### config.mk
export PLATFORM = sky130hd
export DESIGN_NAME = utf8_stream_decoder
export DESIGN_NICKNAME = d
export VERILOG_FILES = /design/src/hw/rtl/u8d_pkg.sv /design/src/hw/rtl/u8d_front.sv /design/src/hw/rtl/u8d_fifo.sv /design/src/hw/rtl/u8d_back.sv /design/src/hw/rtl/utf8_stream_decoder.sv
export SDC_FILE = /design/constraint.sdc
export NUM_CORES = 1
export LEC_CHECK = 0
export ABC_AREA = 0
export BUFFER_PORTS_ARGS = -buffer_cell sky130_fd_sc_hd__buf_4
export CAP_MARGIN = 20
export CORE_MARGIN = 1
export CORE_UTILIZATION = 55
export DETAILED_ROUTE_END_ITERATION = 7
export PLACE_DENSITY_LB_ADDON = 0.12
export RECOVER_POWER = 100
export SYNTH_ARGS = -nofsm -noshare
export SYNTH_HDL_FRONTEND = slang
export SYNTH_HIERARCHICAL = 1
export SYNTH_SLANG_ARGS = --single-unit
### constraint.sdc
create_clock -name i_clk -period 10.1 [get_ports i_clk]
set_input_delay 1.01 -clock i_clk [delete_from_list [all_inputs] [get_ports i_clk]]
set_output_delay 1.01 -clock i_clk [all_outputs]
set_load 0.1 [all_outputs]
### src/hw/rtl/u8d_pkg.sv
// Shared types and constants of the UTF-8 stream decoder.
`timescale 1ns / 1ps
`default_nettype none
package u8d_pkg;

    localparam int C_DEPTH   = 5;
    localparam int C_MAX_RES = 6;
    localparam int C_QDEPTH  = 2;

    typedef struct packed {
        logic [7:0] data_byte;
        logic       line_end;
    } t_in_word;

    typedef struct packed {
        logic [30:0] code_point;
        logic        invalid;
        logic        run_last;
        logic        line_done;
    } t_out_word;

    typedef struct packed {
        logic [C_MAX_RES-1:0][7:0] inv_bytes;
        logic [2:0]                n_inv;
        logic                      has_valid;
        logic [30:0]               code_point;
        logic                      line_end;
    } t_job;

endpackage
`default_nettype wire

### src/hw/rtl/u8d_front.sv
// Front end: sequence state, byte classification and job building.
`timescale 1ns / 1ps
`default_nettype none
module u8d_front
    import u8d_pkg::*;
(
    input  wire logic     i_clk,
    input  wire logic     i_rst_n,
    input  wire logic     i_accept,
    input  wire t_in_word i_word,
    output t_job          o_job,
    output logic          o_job_valid
);

    localparam logic [30:0] C_LIM1 = 31'h0000007f;
    localparam logic [30:0] C_LIM2 = 31'h000007ff;
    localparam logic [30:0] C_LIM3 = 31'h0000ffff;
    localparam logic [30:0] C_LIM4 = 31'h001fffff;
    localparam logic [30:0] C_LIM5 = 31'h03ffffff;

    function automatic logic [2:0] min_len(input logic [30:0] v);
        logic [2:0] r;
        if (v <= C_LIM1) r = 3'd1;
        else if (v <= C_LIM2) r = 3'd2;
        else if (v <= C_LIM3) r = 3'd3;
        else if (v <= C_LIM4) r = 3'd4;
        else if (v <= C_LIM5) r = 3'd5;
        else r = 3'd6;
        return r;
    endfunction

    logic [7:0]  r_pend [C_DEPTH];
    logic [2:0]  r_pend_cnt, n_pend_cnt;
    logic [2:0]  r_exp_len,  n_exp_len;
    logic [30:0] r_part,     n_part;

    logic        wr_en;
    logic [2:0]  wr_idx;
    logic [7:0]  b;
    logic        le;
    logic        is_cont;
    logic [30:0] v;
    logic [2:0]  plus1;
    logic [2:0]  lead_len;
    logic [30:0] lead_bits;
    t_job        job;

    assign b       = i_word.data_byte;
    assign le      = i_word.line_end;
    assign is_cont = (b[7:6] == 2'b10);
    assign v       = {r_part[24:0], b[5:0]};
    assign plus1   = 3'(r_pend_cnt + 3'd1);

    always_comb begin
        lead_len  = 3'd0;
        lead_bits = '0;
        if (b[7:5] == 3'b110) begin
            lead_len  = 3'd2;
            lead_bits = {26'd0, b[4:0]};
        end else if (b[7:4] == 4'b1110) begin
            lead_len  = 3'd3;
            lead_bits = {27'd0, b[3:0]};
        end else if (b[7:3] == 5'b11110) begin
            lead_len  = 3'd4;
            lead_bits = {28'd0, b[2:0]};
        end else if (b[7:2] == 6'b111110) begin
            lead_len  = 3'd5;
            lead_bits = {29'd0, b[1:0]};
        end else if (b[7:1] == 7'b1111110) begin
            lead_len  = 3'd6;
            lead_bits = {30'd0, b[0]};
        end
    end

    always_comb begin
        n_pend_cnt = r_pend_cnt;
        n_exp_len  = r_exp_len;
        n_part     = r_part;
        wr_en      = 1'b0;
        wr_idx     = r_pend_cnt;
        job        = '0;
        job.line_end = le;
        for (int i = 0; i < C_DEPTH; i++) begin
            job.inv_bytes[i] = (3'(i) < r_pend_cnt) ? r_pend[i] : b;
        end
        job.inv_bytes[C_MAX_RES-1] = b;

        if (r_pend_cnt != 3'd0 && is_cont) begin
            if (plus1 >= r_exp_len) begin
                if (min_len(v) == r_exp_len) begin
                    job.has_valid  = 1'b1;
                    job.code_point = v;
                end else begin
                    job.n_inv = plus1;
                end
                n_pend_cnt = 3'd0;
                n_exp_len  = 3'd0;
                n_part     = '0;
            end else if (r_pend_cnt < 3'(C_DEPTH)) begin
                if (le) begin
                    job.n_inv  = plus1;
                    n_pend_cnt = 3'd0;
                    n_exp_len  = 3'd0;
                    n_part     = '0;
                end else begin
                    wr_en      = 1'b1;
                    n_pend_cnt = plus1;
                    n_part     = v;
                end
            end else begin
                job.n_inv  = plus1;
                n_pend_cnt = 3'd0;
                n_exp_len  = 3'd0;
                n_part     = '0;
            end
        end else begin
            job.n_inv  = r_pend_cnt;
            n_pend_cnt = 3'd0;
            n_exp_len  = 3'd0;
            n_part     = '0;
            if (!b[7]) begin
                job.has_valid  = 1'b1;
                job.code_point = {23'd0, b};
            end else if (lead_len == 3'd0) begin
                job.n_inv = plus1;
            end else if (le) begin
                job.n_inv = plus1;
            end else begin
                wr_en      = 1'b1;
                wr_idx     = 3'd0;
                n_pend_cnt = 3'd1;
                n_exp_len  = lead_len;
                n_part     = lead_bits;
            end
        end
    end

    assign o_job       = job;
    assign o_job_valid = i_accept && (job.n_inv != 3'd0 || job.has_valid);

    always_ff @(posedge i_clk) begin
        if (!i_rst_n) begin
            r_pend_cnt <= 3'd0;
            r_exp_len  <= 3'd0;
            r_part     <= '0;
        end else if (i_accept) begin
            r_pend_cnt <= n_pend_cnt;
            r_exp_len  <= n_exp_len;
            r_part     <= n_part;
        end
    end

    always_ff @(posedge i_clk) begin
        if (i_accept && wr_en) begin
            r_pend[wr_idx] <= b;
        end
    end

`ifndef SYNTHESIS
    a_cnt_range: assert property (@(posedge i_clk) disable iff (!i_rst_n)
        r_pend_cnt <= 3'(C_DEPTH))
        else $error("pending count out of range");
    a_open_seq: assert property (@(posedge i_clk) disable iff (!i_rst_n)
        r_pend_cnt != 3'd0 |-> r_exp_len > r_pend_cnt)
        else $error("open sequence already complete");
    a_idle_seq: assert property (@(posedge i_clk) disable iff (!i_rst_n)
        r_pend_cnt == 3'd0 |-> (r_exp_len == 3'd0 && r_part == '0))
        else $error("sequence state not cleared");
`endif

endmodule
`default_nettype wire

### src/hw/rtl/u8d_fifo.sv
// Short job queue between front end and result sequencer.
`timescale 1ns / 1ps
`default_nettype none
module u8d_fifo
    import u8d_pkg::*;
(
    input  wire logic i_clk,
    input  wire logic i_rst_n,
    input  wire logic i_wr,
    input  wire t_job i_data,
    input  wire logic i_rd,
    output t_job      o_data,
    output logic      o_full,
    output logic      o_empty
);

    localparam int C_PW = $clog2(C_QDEPTH);

    t_job            r_mem [C_QDEPTH];
    logic [C_PW-1:0] r_wr_ptr;
    logic [C_PW-1:0] r_rd_ptr;
    logic [C_PW:0]   r_count;

    assign o_full  = (r_count == (C_PW+1)'(C_QDEPTH));
    assign o_empty = (r_count == '0);
    assign o_data  = r_mem[r_rd_ptr];

    always_ff @(posedge i_clk) begin
        if (!i_rst_n) begin
            r_wr_ptr <= '0;
            r_rd_ptr <= '0;
            r_count  <= '0;
        end else begin
            if (i_wr) begin
                r_wr_ptr <= C_PW'(r_wr_ptr + 1'b1);
            end
            if (i_rd) begin
                r_rd_ptr <= C_PW'(r_rd_ptr + 1'b1);
            end
            if (i_wr && !i_rd) begin
                r_count <= (C_PW+1)'(r_count + 1'b1);
            end else if (!i_wr && i_rd) begin
                r_count <= (C_PW+1)'(r_count - 1'b1);
            end
        end
    end

    always_ff @(posedge i_clk) begin
        if (i_wr) begin
            r_mem[r_wr_ptr] <= i_data;
        end
    end

endmodule
`default_nettype wire

### src/hw/rtl/u8d_back.sv
// Result sequencer: walks one queued job, one result word per pop.
`timescale 1ns / 1ps
`default_nettype none
module u8d_back
    import u8d_pkg::*;
(
    input  wire logic i_clk,
    input  wire logic i_rst_n,
    input  wire t_job i_job,
    input  wire logic i_job_empty,
    output logic      o_job_done,
    input  wire logic i_pop,
    output t_out_word o_word
);

    logic [2:0] r_idx;
    logic [2:0] total;
    logic       last;
    logic [7:0] inv_byte;

    assign total = 3'(i_job.n_inv + {2'd0, i_job.has_valid});
    assign last  = (r_idx == 3'(total - 3'd1));

    always_comb begin
        case (r_idx)
            3'd0:    inv_byte = i_job.inv_bytes[0];
            3'd1:    inv_byte = i_job.inv_bytes[1];
            3'd2:    inv_byte = i_job.inv_bytes[2];
            3'd3:    inv_byte = i_job.inv_bytes[3];
            3'd4:    inv_byte = i_job.inv_bytes[4];
            3'd5:    inv_byte = i_job.inv_bytes[5];
            default: inv_byte = '0;
        endcase
    end

    always_comb begin
        o_word = '0;
        if (r_idx < i_job.n_inv) begin
            o_word.code_point = {23'd0, inv_byte};
            o_word.invalid    = 1'b1;
        end else begin
            o_word.code_point = i_job.code_point;
        end
        o_word.run_last  = last;
        o_word.line_done = last && i_job.line_end;
    end

    assign o_job_done = i_pop && !i_job_empty && last;

    always_ff @(posedge i_clk) begin
        if (!i_rst_n) begin
            r_idx <= 3'd0;
        end else if (i_pop && !i_job_empty) begin
            r_idx <= last ? 3'd0 : 3'(r_idx + 3'd1);
        end
    end

`ifndef SYNTHESIS
    a_job_size: assert property (@(posedge i_clk) disable iff (!i_rst_n)
        !i_job_empty |-> (total != 3'd0 && total <= 3'(C_MAX_RES) && r_idx < total))
        else $error("job result count out of range");
    a_idx_idle: assert property (@(posedge i_clk) disable iff (!i_rst_n)
        i_job_empty |-> r_idx == 3'd0)
        else $error("result index left over with no job");
`endif

endmodule
`default_nettype wire

### src/hw/rtl/utf8_stream_decoder.sv
// Top level of the six-byte UTF-8 stream decoder.
//
//  channel  | handshake        | word
//  ---------+------------------+------------------------------------------
//  input    | push / full      | t_in_word: data_byte, line_end
//  result   | empty / pop      | t_out_word: code_point, invalid, run_last,
//           |                  |             line_done
//
// One byte accepted per cycle while full is low; its sequence state
// updates in the same cycle. Each byte leaves 0 to 6 result words; the
// sequencer gives one word per cycle while pop is high and empty is low.
// A two-entry job queue separates the two sides; full rises when it holds
// two jobs whose words are not all taken.
// Reset is synchronous and clears sequence state and queue pointers.
`timescale 1ns / 1ps
`default_nettype none
module utf8_stream_decoder
    import u8d_pkg::*;
(
    input  wire logic     i_clk,
    input  wire logic     i_rst_n,
    input  wire logic     push,
    output logic          full,
    input  wire t_in_word i_in_word,
    output logic          empty,
    input  wire logic     pop,
    output t_out_word     o_out_word
);

    logic accept;
    t_job front_job;
    logic front_job_valid;
    t_job head_job;
    logic job_empty;
    logic job_done;

    assign accept = push && !full;
    assign empty  = job_empty;

    u8d_front u_front (
        .i_clk       (i_clk),
        .i_rst_n     (i_rst_n),
        .i_accept    (accept),
        .i_word      (i_in_word),
        .o_job       (front_job),
        .o_job_valid (front_job_valid)
    );

    u8d_fifo u_fifo (
        .i_clk   (i_clk),
        .i_rst_n (i_rst_n),
        .i_wr    (front_job_valid),
        .i_data  (front_job),
        .i_rd    (job_done),
        .o_data  (head_job),
        .o_full  (full),
        .o_empty (job_empty)
    );

    u8d_back u_back (
        .i_clk       (i_clk),
        .i_rst_n     (i_rst_n),
        .i_job       (head_job),
        .i_job_empty (job_empty),
        .o_job_done  (job_done),
        .i_pop       (pop),
        .o_word      (o_out_word)
    );

endmodule
`default_nettype wire
* After elaboration in Yosys (flattened, before gate mapping)
Memories as Yosys holds them, arrays and structs flattened. A register that Yosys moved wholly into a read port is not among the register bits. Index checks and enable logic that the tools add are counted.
Storage, ports and cells: flip-flop bits (word level) 38, bits in latches 0, bits in writable memories 208, ROM bits 0, bits of input ports 13, output and inout port bits 36, word-level logic and storage cells 142, memories 2
Operators by class: $add $sub $neg 8, multipliers 0, divide/modulo/power cells 0, order comparisons 13, eq/ne operators 15, shift-type cells 0, multiplexer cells 76, bitwise logic cells 0, reduce and logical (&&, ||, !) cells 21
Memories:
- u_fifo.r_mem | depth 2, bits a word 84, read ports 1, clocked after memory_dff 1, wr ports 1, line u8d_fifo.sv:19 | t_job r_mem [C_QDEPTH];
- u_front.r_pend | depth 5, bits a word 8, read ports 5, clocked after memory_dff 0, wr ports 1, line u8d_front.sv:32 | logic [7:0] r_pend [C_DEPTH];
Operators with widths (count):
- $mux 25 | 10
- $mux 3 | 36
- $mux 32 | 3
- $pmux 8 s6 | 1
- $mux 8 | 5
- $mux 35 | 1
- $le 31x11->1 const B | 1
- $le 31x16->1 const B | 1
- $le 31x21->1 const B | 1
- $le 31x26->1 const B | 1
- $le 31x7->1 const B | 1
- $mux 31 | 1
- $mux 1 | 15
- $eq 3x3->1 const B | 3
- $logic_and 1x1->1 | 9
- $mux 2 | 4
- $eq 7x7->1 const B | 1
- $add 3x1->3 const B | 2
- $eq 3x2->1 const B | 2
- $eq 3x3->1 | 2
- $eq 6x6->1 const B | 1
- $logic_not 3->1 | 2
- $lt 1x3->1 const A | 2
- $lt 2x3->1 const A | 2
- 20 further kinds | 26

* Logic depth before layout (Yosys ltp)
Gate-level depths: netlist of the first run.
word-level depth 19, mapped depth 14, mapped depth without buffers 13

* Modules after synthesis
Netlist of the first run, hierarchy kept.
By module, submodules not included:
- u8d_fifo | instances 1, cells each 283, area each 6298.5 um^2, seq. area each 5144.9 um^2
- u8d_front | instances 1, cells each 368, area each 3849.9 um^2, seq. area each 1821.7 um^2
- u8d_back | instances 1, cells each 125, area each 950.9 um^2, seq. area each 60.1 um^2
- utf8_stream_decoder | instances 1, cells each 1, area each 13.8 um^2, seq. area each 0.0 um^2

* Worst setup path after synthesis of the first run
No wires, ideal clock.
kind input to register, start point input port i_in_word[6] (netlist name), end point memory u_fifo/r_mem[0][0] (netlist name) (enable), setup time 0.538 ns, data arrival time 6.066 ns, required time 9.562 ns, setup slack 3.496 ns, stages on the path 8, path buffers 1, cells stage by stage clkbuf_1 -> nand2_1 -> o21ai_0 -> a31o_2 -> o211ai_1 -> nand3b_1 -> o41a_1 -> nor2b_1
On the way: longest elaborated chain between the ends 17, elaborated cells between the ends (all ways) 36, those cells by class order compare (5); eq/ne (6); mux (21); reduce/logical (4)
Ends and longest elaborated chain:
- start: declaration | line utf8_stream_decoder.sv:24 | input wire t_in_word i_in_word,
- $le 31x26->1 | line u8d_front.sv:27 | else if (v <= C_LIM5) r = 3'd5;
- $mux 2 | line u8d_front.sv:27
- $mux 3 | line u8d_front.sv:26 | else if (v <= C_LIM4) r = 3'd4;
- $mux 3 | line u8d_front.sv:25 | else if (v <= C_LIM3) r = 3'd3;
- $mux 3 | line u8d_front.sv:24 | else if (v <= C_LIM2) r = 3'd2;
- $mux 3 | line u8d_front.sv:23 | if (v <= C_LIM1) r = 3'd1;
- $mux 3 | line u8d_front.sv:89 | if (plus1 >= r_exp_len) begin
- $mux 3 | line u8d_front.sv:88 | if (r_pend_cnt != 3'd0 && is_cont) begin
- [... 2 more ...]
- $mux 3 | line u8d_front.sv:89
- $mux 35 (*) | line u8d_front.sv:88
- $reduce_bool 3->1 | line u8d_front.sv:139 | assign o_job_valid = i_accept && (job.n_inv != 3'd0 || job.has_valid);
- $logic_or 1x1->1 (*) | line u8d_front.sv:139
- $logic_and 1x1->1 (*) | line u8d_front.sv:139
- named net front_job_valid | line utf8_stream_decoder.sv:32 | logic front_job_valid;
- $mux 1 (*) | line u8d_fifo.sv:49 | if (i_wr) begin
- $mux 1 (not written as such) (*) | line u8d_fifo.sv:50 | r_mem[r_wr_ptr] <= i_data;
- end: declaration | line u8d_fifo.sv:19
The timed path passes the listed nets; every way through them passes the cells marked *. The select of a mux whose other input is x is not followed.

==> results of run 1 <==
[worst max path at each step]
stage               slack [ps]  cells past startpoint             endpoint
finish                    3440                      8       o_out_word[15]
global route              3030                      7  u_fifo/r_mem[1][68]
CTS                       5470                      7        o_out_word[6]
detailed placement        5290                      7  u_fifo/r_mem[0][37]
global placement          5440                      7  u_fifo/r_mem[0][37]
floorplan                 3500                      8   u_fifo/r_mem[0][0]
[power breakdown]
part / internal (mW) / leakage [nW] / switching (mW)
registers: 1.20 / 2.26 / 0.0306
clock network: 0.689 / 0.473 / 0.375
logic: 0.158 / 1.43 / 0.515
total: 2.05 / 4.16 / 0.921
[state kept, by name (all words and copies together) (netlist names), named ones only]
name                cells
u_back/r_idx            3
u_fifo/r_count          2
u_fifo/r_mem          168
u_fifo/r_rd_ptr         1
u_fifo/r_wr_ptr         1
u_front/r_exp_len       3
u_front/r_part         25
u_front/r_pend         40
u_front/r_pend_cnt      3
[through the flow]
stage               util (%)  area (µm²)
floorplan                  -       11100
global placement        58.8       11600
detailed placement      58.9       11600
CTS                     63.9       12500
global route            62.8       12300
finish                  62.8       12300
[worst min-delay path, cell delays in order, from the launching register on]
cell and delay [ps]:
dfxtp_1 330, nand2_1 60, a21boi_0 70
[area by class of cell]
class / instances / area [µm²] / share of cell area [%]
timing repair buffer: 59 / 255 / 2.07
clock buffer: 30 / 687 / 5.56
sequential: 247 / 7030 / 56.9
inverter: 20 / 75.1 / 0.608
clock inverter: 18 / 288 / 2.33
antenna: 1 / 2.50 / 0.0203
tap: 265 / 332 / 2.69
multi-input combinational: 458 / 3680 / 29.8
[per-layer routing]
layer | vias to the layer above | wire length [µm] | global-route usage (%)
met5 | - | 0 | 0
met4 | 0 | 478 | 6.70
met3 | 39 | 1830 | 4.60
met2 | 266 | 10300 | 34.1
met1 | 3213 | 11600 | 36.6
li1 | 2995 | - | -
[placed cells by master (no fill, tap or decap), types with 19 or more instances in the layout]
| cell | n |
|---|---|
| nor2_1 | 25 |
| clkbuf_16 | 27 |
| and2_0 | 27 |
| clkbuf_1 | 53 |
| a22oi_1 | 26 |
| mux2_2 | 97 |
| dfxtp_1 | 39 |
| inv_1 | 19 |
| nor2b_1 | 33 |
| nand2_1 | 20 |
| and2_1 | 25 |
| edfxtp_1 | 208 |
| mux2_1 | 35 |
[cell families after synthesis]
kind of cell | after synthesis | share of synthesized area (%)
AO/OA/AOI/OAI | 111 | 7.27
XOR/XNOR | 8 | 0.631
adder cells (fa/ha/maj) | 18 | 2.03
buffers and inverters | 72 | 3.59
flip-flops | 247 | 63.2
multiplexers | 135 | 13.6
AND/OR/NAND/NOR | 186 | 9.60
==> results.ini, run 1 <==
[power]
worst_ir_drop_vdd_mv=0.146
static-leakage-power_nw=4.16
total_power_mw=2.97
powerDensity_mw_per_mm2=240

[detailed_routing]
drt-initial-drc-count=564
antenna_left=0
drc=0
viasPerCell=5.93
first_pass_iters=5
wl_per_cell_um=22.0
drt_wl_total_mm=24.2
vias=6513

[finish]
nFillCells=1547
drive_above_1_share_pct=18.4
syn_to_final_growth_pct=11.1
stdcell_count=1098
nets=843

[timing]
worst_pin_slew_ps=2130
final.setup.worst_slack_ps=3440
hold_viol_final=0
post-route-min-period_ps=6660
post-route-period-util_pct=65.9
finalSetupTns_ps=0
holdWs_ps=501
skew_ps=8.82
finalSetupViolCount=0
rsz0062_at_grt=false
relSlewSlack_pct=-42.1
fmax_ghz=0.150
maxSlewViolCount=97

[clocking]
cts_root_buffer=clkbuf_16
numClockSinks=247
post_cts_buffers=0
clk_latency_ps=520
cts_tree=built
hold_buffers=0
cts_made_buffers=26
cts-resized-gates=0
clockBufferDepth=3
cts_max_level=1
cts.clk_slew.worst_paths_ps=60

[floorplanning]
rows=51
die-area_mm2=0.0208
initial_core_util_pct=56.5
io_pins=49
core_mm2=0.0197
die_h_um=144
die_w_um=144

[critical_path]
max_stage_delay_ps=1350
crit_family=buffers and inverters
cp-end-kind=output pin
critical-path-slowest-cell=dfxtp_1
crit_fanout=32
critPathKind=flip-flop to output pin
reg2reg_from=u_front/r_pend_cnt[0]
worst_r2r_path_depth=9
crit_buf_inv=3
worst-r2r-setup-slack_ps=4090
crit_path_frequent_cell=clkbuf_1
worst_r2r_endpoint=u_fifo/r_mem[1][49]
required_ps=9090
critPathLaunchType=flip-flop
crit_chain=mux2_2 -> inv_1 -> ha_1 -> nand2_1 -> o21ai_0 -> clkbuf_1 -> and2_1 -> clkbuf_1
critPathArrivalTime_ps=5650

[logic_synthesis]
async_reset_ff_share_pct=0
ys_types=65
ys_ff_latch=247
synth_top_cells_by_count=208 x edfxtp_1, 130 x mux2_2, 52 x and2_1
yosysMostFrequentCell=edfxtp_1
synthTopCellsByArea=edfxtp_1 56%, mux2_2 13%, dfxtp_1 7.0%
syn_inst=777
syn_area_mm2=0.0111
avgSynthCellArea_um2=14.3
synth.net_count=808
synth_top_area_share_pct=56.2
yosysWarningCount=6
synth_ff_type=edfxtp_1
synth_edf_count=208
ys_seq_area_share_pct=63.2
yosysTopAreaCell=edfxtp_1

[grt]
first_global_vias=6254
antenna_found_initial=0
grt_max_degree=66
gr-usage-all-layers_pct=23.8
grt_overflow=0
grt_first_pass_wirelength_mm=36.1

[placed_design]
dp_cells=1047
gp_congestion=0.891
dp_slack_ps=5290
hpwlAfterDp_mm=15.3
port_buffers=48

[worst_hold_path]
min_path_type=flip-flop to flip-flop
min_to=u_front/r_part[0]
hold_depth=2
hp-start=u_front/r_part[0]

[job]
drv_cap=4

[status]
violations=max-capacitance violations, max-slew violations
status=complete, but fails checks

Power figures use the tool's default switching activity.
==> run 2, diff against run 1 <==
==> constraint.sdc (replaced) <==
create_clock -name i_clk -period 6.3 [get_ports i_clk]
set_input_delay 0.63 -clock i_clk [delete_from_list [all_inputs] [get_ports i_clk]]
set_output_delay 0.63 -clock i_clk [all_outputs]
set_load 0.1 [all_outputs]
==> results.ini, run 2 (synthesis gave the netlist of run 1 again) <==
[power]
powerDensity_mw_per_mm2=377  ; +57%
worst_ir_drop_vdd_mv=0.202  ; +38%
static-leakage-power_nw=4.15  ; -0.25%

[timing]
hold_viol_final=0  ; unchanged
rsz0062_at_grt=false
skew_ps=15.5  ; +6.72 ps
holdWs_ps=514  ; +12.9 ps
worst_pin_slew_ps=2010  ; -124 ps
maxSlewViolCount=9  ; -91%
relSlewSlack_pct=-34.8  ; +7.3 points
post-route-period-util_pct=80.7
final.setup.worst_slack_ps=1220  ; -2230 ps
finalSetupTns_ps=0  ; unchanged
post-route-min-period_ps=5080
finalSetupViolCount=0  ; unchanged
fmax_ghz=0.197

[status]
violations=max-capacitance violations, max-slew violations
status=complete, but fails checks

[critical_path]
reg2reg_from=u_front/r_pend_cnt[0]
crit_chain=mux2_2 -> inv_1 -> ha_1 -> nand2_1 -> o21ai_2 -> clkbuf_1 -> inv_1 -> a211oi_1 -> buf_4
critical-path-slowest-cell=clkbuf_1
critPathArrivalTime_ps=4450  ; -1200 ps
cp-end-kind=output pin
worst_r2r_path_depth=9  ; unchanged
max_stage_delay_ps=1080  ; -270 ps
worst_r2r_endpoint=u_fifo/r_mem[0][59]
crit_fanout=40  ; +25%
required_ps=5670  ; -3420 ps
critPathLaunchType=flip-flop
crit_path_frequent_cell=inv_1
critPathKind=flip-flop to output pin
worst-r2r-setup-slack_ps=1360  ; -2730 ps

[finish]
final_common_cell=edfxtp_1
antenna_cells=0  ; -1
largest_register_ffs=168  ; unchanged
nets=842  ; -0.12%
final_cell_area_mm2=0.0123  ; -0.59%
top_regs=u_fifo/r_mem (168), u_front/r_pend (40), u_front/r_part (25)
top_register=u_fifo/r_mem
stdcell_count=1097  ; -0.091%
syn_to_final_growth_pct=10.4
drive_above_1_share_pct=20.8  ; +2.4 points
layout_common_cells=208 x edfxtp_1, 106 x mux2_2, 50 x clkbuf_1, 38 x dfxtp_1, 32 x nor2b_1

[detailed_routing]
vias=6536  ; +0.35%
drt_wl_total_mm=24.3  ; +0.54%
wl_per_cell_um=22.2  ; +0.63%
antenna_left=0  ; unchanged
first_pass_iters=5  ; unchanged
drt-initial-drc-count=599  ; +6.2%
drc=0  ; unchanged
viasPerCell=5.96  ; +0.44%

[placed_design]
hpwlAfterDp_mm=15.4  ; +0.61%
gp_congestion=0.880  ; -1.2%
dp_cells=1046  ; -0.096%
dpl_cell_area_mm2=0.0116  ; about the same
dp_slack_ps=1820  ; -3470 ps
port_buffers=48  ; unchanged

[clocking]
cts_root_buffer=clkbuf_16
numClockSinks=247  ; unchanged
post_cts_buffers=0  ; unchanged
cts_max_level=1  ; unchanged
cts_made_buffers=27  ; +3.8%
clockBufferDepth=3  ; unchanged
hold_buffers=0  ; unchanged
cts-resized-gates=0  ; unchanged
cts_tree=built
clk_latency_ps=540  ; +20 ps
cts.clk_slew.worst_paths_ps=60  ; about the same

[floorplanning]
core_mm2=0.0197  ; unchanged
rows=51  ; unchanged
die-area_mm2=0.0208  ; unchanged
die_h_um=144  ; unchanged
io_pins=49  ; unchanged
die_w_um=144  ; unchanged
initial_core_util_pct=56.5  ; unchanged

[grt]
gr-usage-all-layers_pct=23.9  ; +0.14 points
grt_first_pass_wirelength_mm=36.6  ; +1.4%
grt_overflow=0  ; unchanged
grt_max_degree=62  ; -6.1%
first_global_vias=6384  ; +2.1%
antenna_found_initial=0  ; unchanged

[worst_hold_path]
hold_depth=2  ; unchanged
hp-start=u_fifo/r_count[1]
min_to=u_fifo/r_count[1]
min_path_type=flip-flop to flip-flop

[job]
drv_cap=1  ; -3

[run 2: cell count changes in the layout (fill, tap and decap cells not counted), sizes merged]
| cell | delta |
|---|---|
| clkinvlp | -1 |
| inv | +2 |
| bufinv | -6 |
| diode | -1 |
| clkbuf | +1 |
| clkinv | -1 |
| buf | +5 |
[run 2: layout make-up]
class                      instances  area, µm²
fill                            1537       7380
sequential                       247       7030
multi-input combinational        458       3690
clock buffer                      38        758
tap                              265        332
timing repair buffer              57        268
clock inverter                    12        116
inverter                          20       75.1
[run 2: per-stage QoR]
stage | total power [mW] | util (%)
6_report | 4.62 | 62.4
5_1_grt | 4.78 | 62.4
4_1_cts | 4.69 | 63.3
3_5_place_dp | 3.16 | 58.8
3_3_place_gp | 3.14 | 58.8
2_1_floorplan | 2.90 | -
[run 2: how the worst max path moves through the flow]
stage	endpoint	slack (ps)
2_1_floorplan	o_out_word[6]	1270
3_3_place_gp	u_fifo/r_mem[0][45]	1980
3_5_place_dp	u_fifo/r_mem[0][41]	1820
4_1_cts	u_fifo/r_mem[0][6]	1790
5_1_grt	u_fifo/r_mem[0][57]	880
6_report	o_out_word[6]	1220
[run 2: per-layer routing]
metal / wire length (µm) / GRT usage, % / vias to the layer above
met5: 0 / 0 / -
met4: 402 / 6.76 / 0
met3: 1790 / 5.10 / 33
met2: 10900 / 36.1 / 264
met1: 11200 / 34.8 / 3237
li1: - / - / 3002
[run 2: critical path, delay by kind of cell, from the launching register on]
family	cells	cell delay, ps
AND/OR/NAND/NOR	1	70
multiplexers	1	430
AO/OA/AOI/OAI	2	530
adder cells (fa/ha/maj)	1	150
buffers and inverters	4	2030
flip-flops	1	710
[run 2: power breakdown]
| part | switching, mW | internal (mW) | total [mW] |
|---|---|---|---|
| clock network | 0.615 | 0.921 | 1.54 |
| logic | 0.835 | 0.273 | 1.11 |
| registers | 0.0526 | 1.92 | 1.98 |
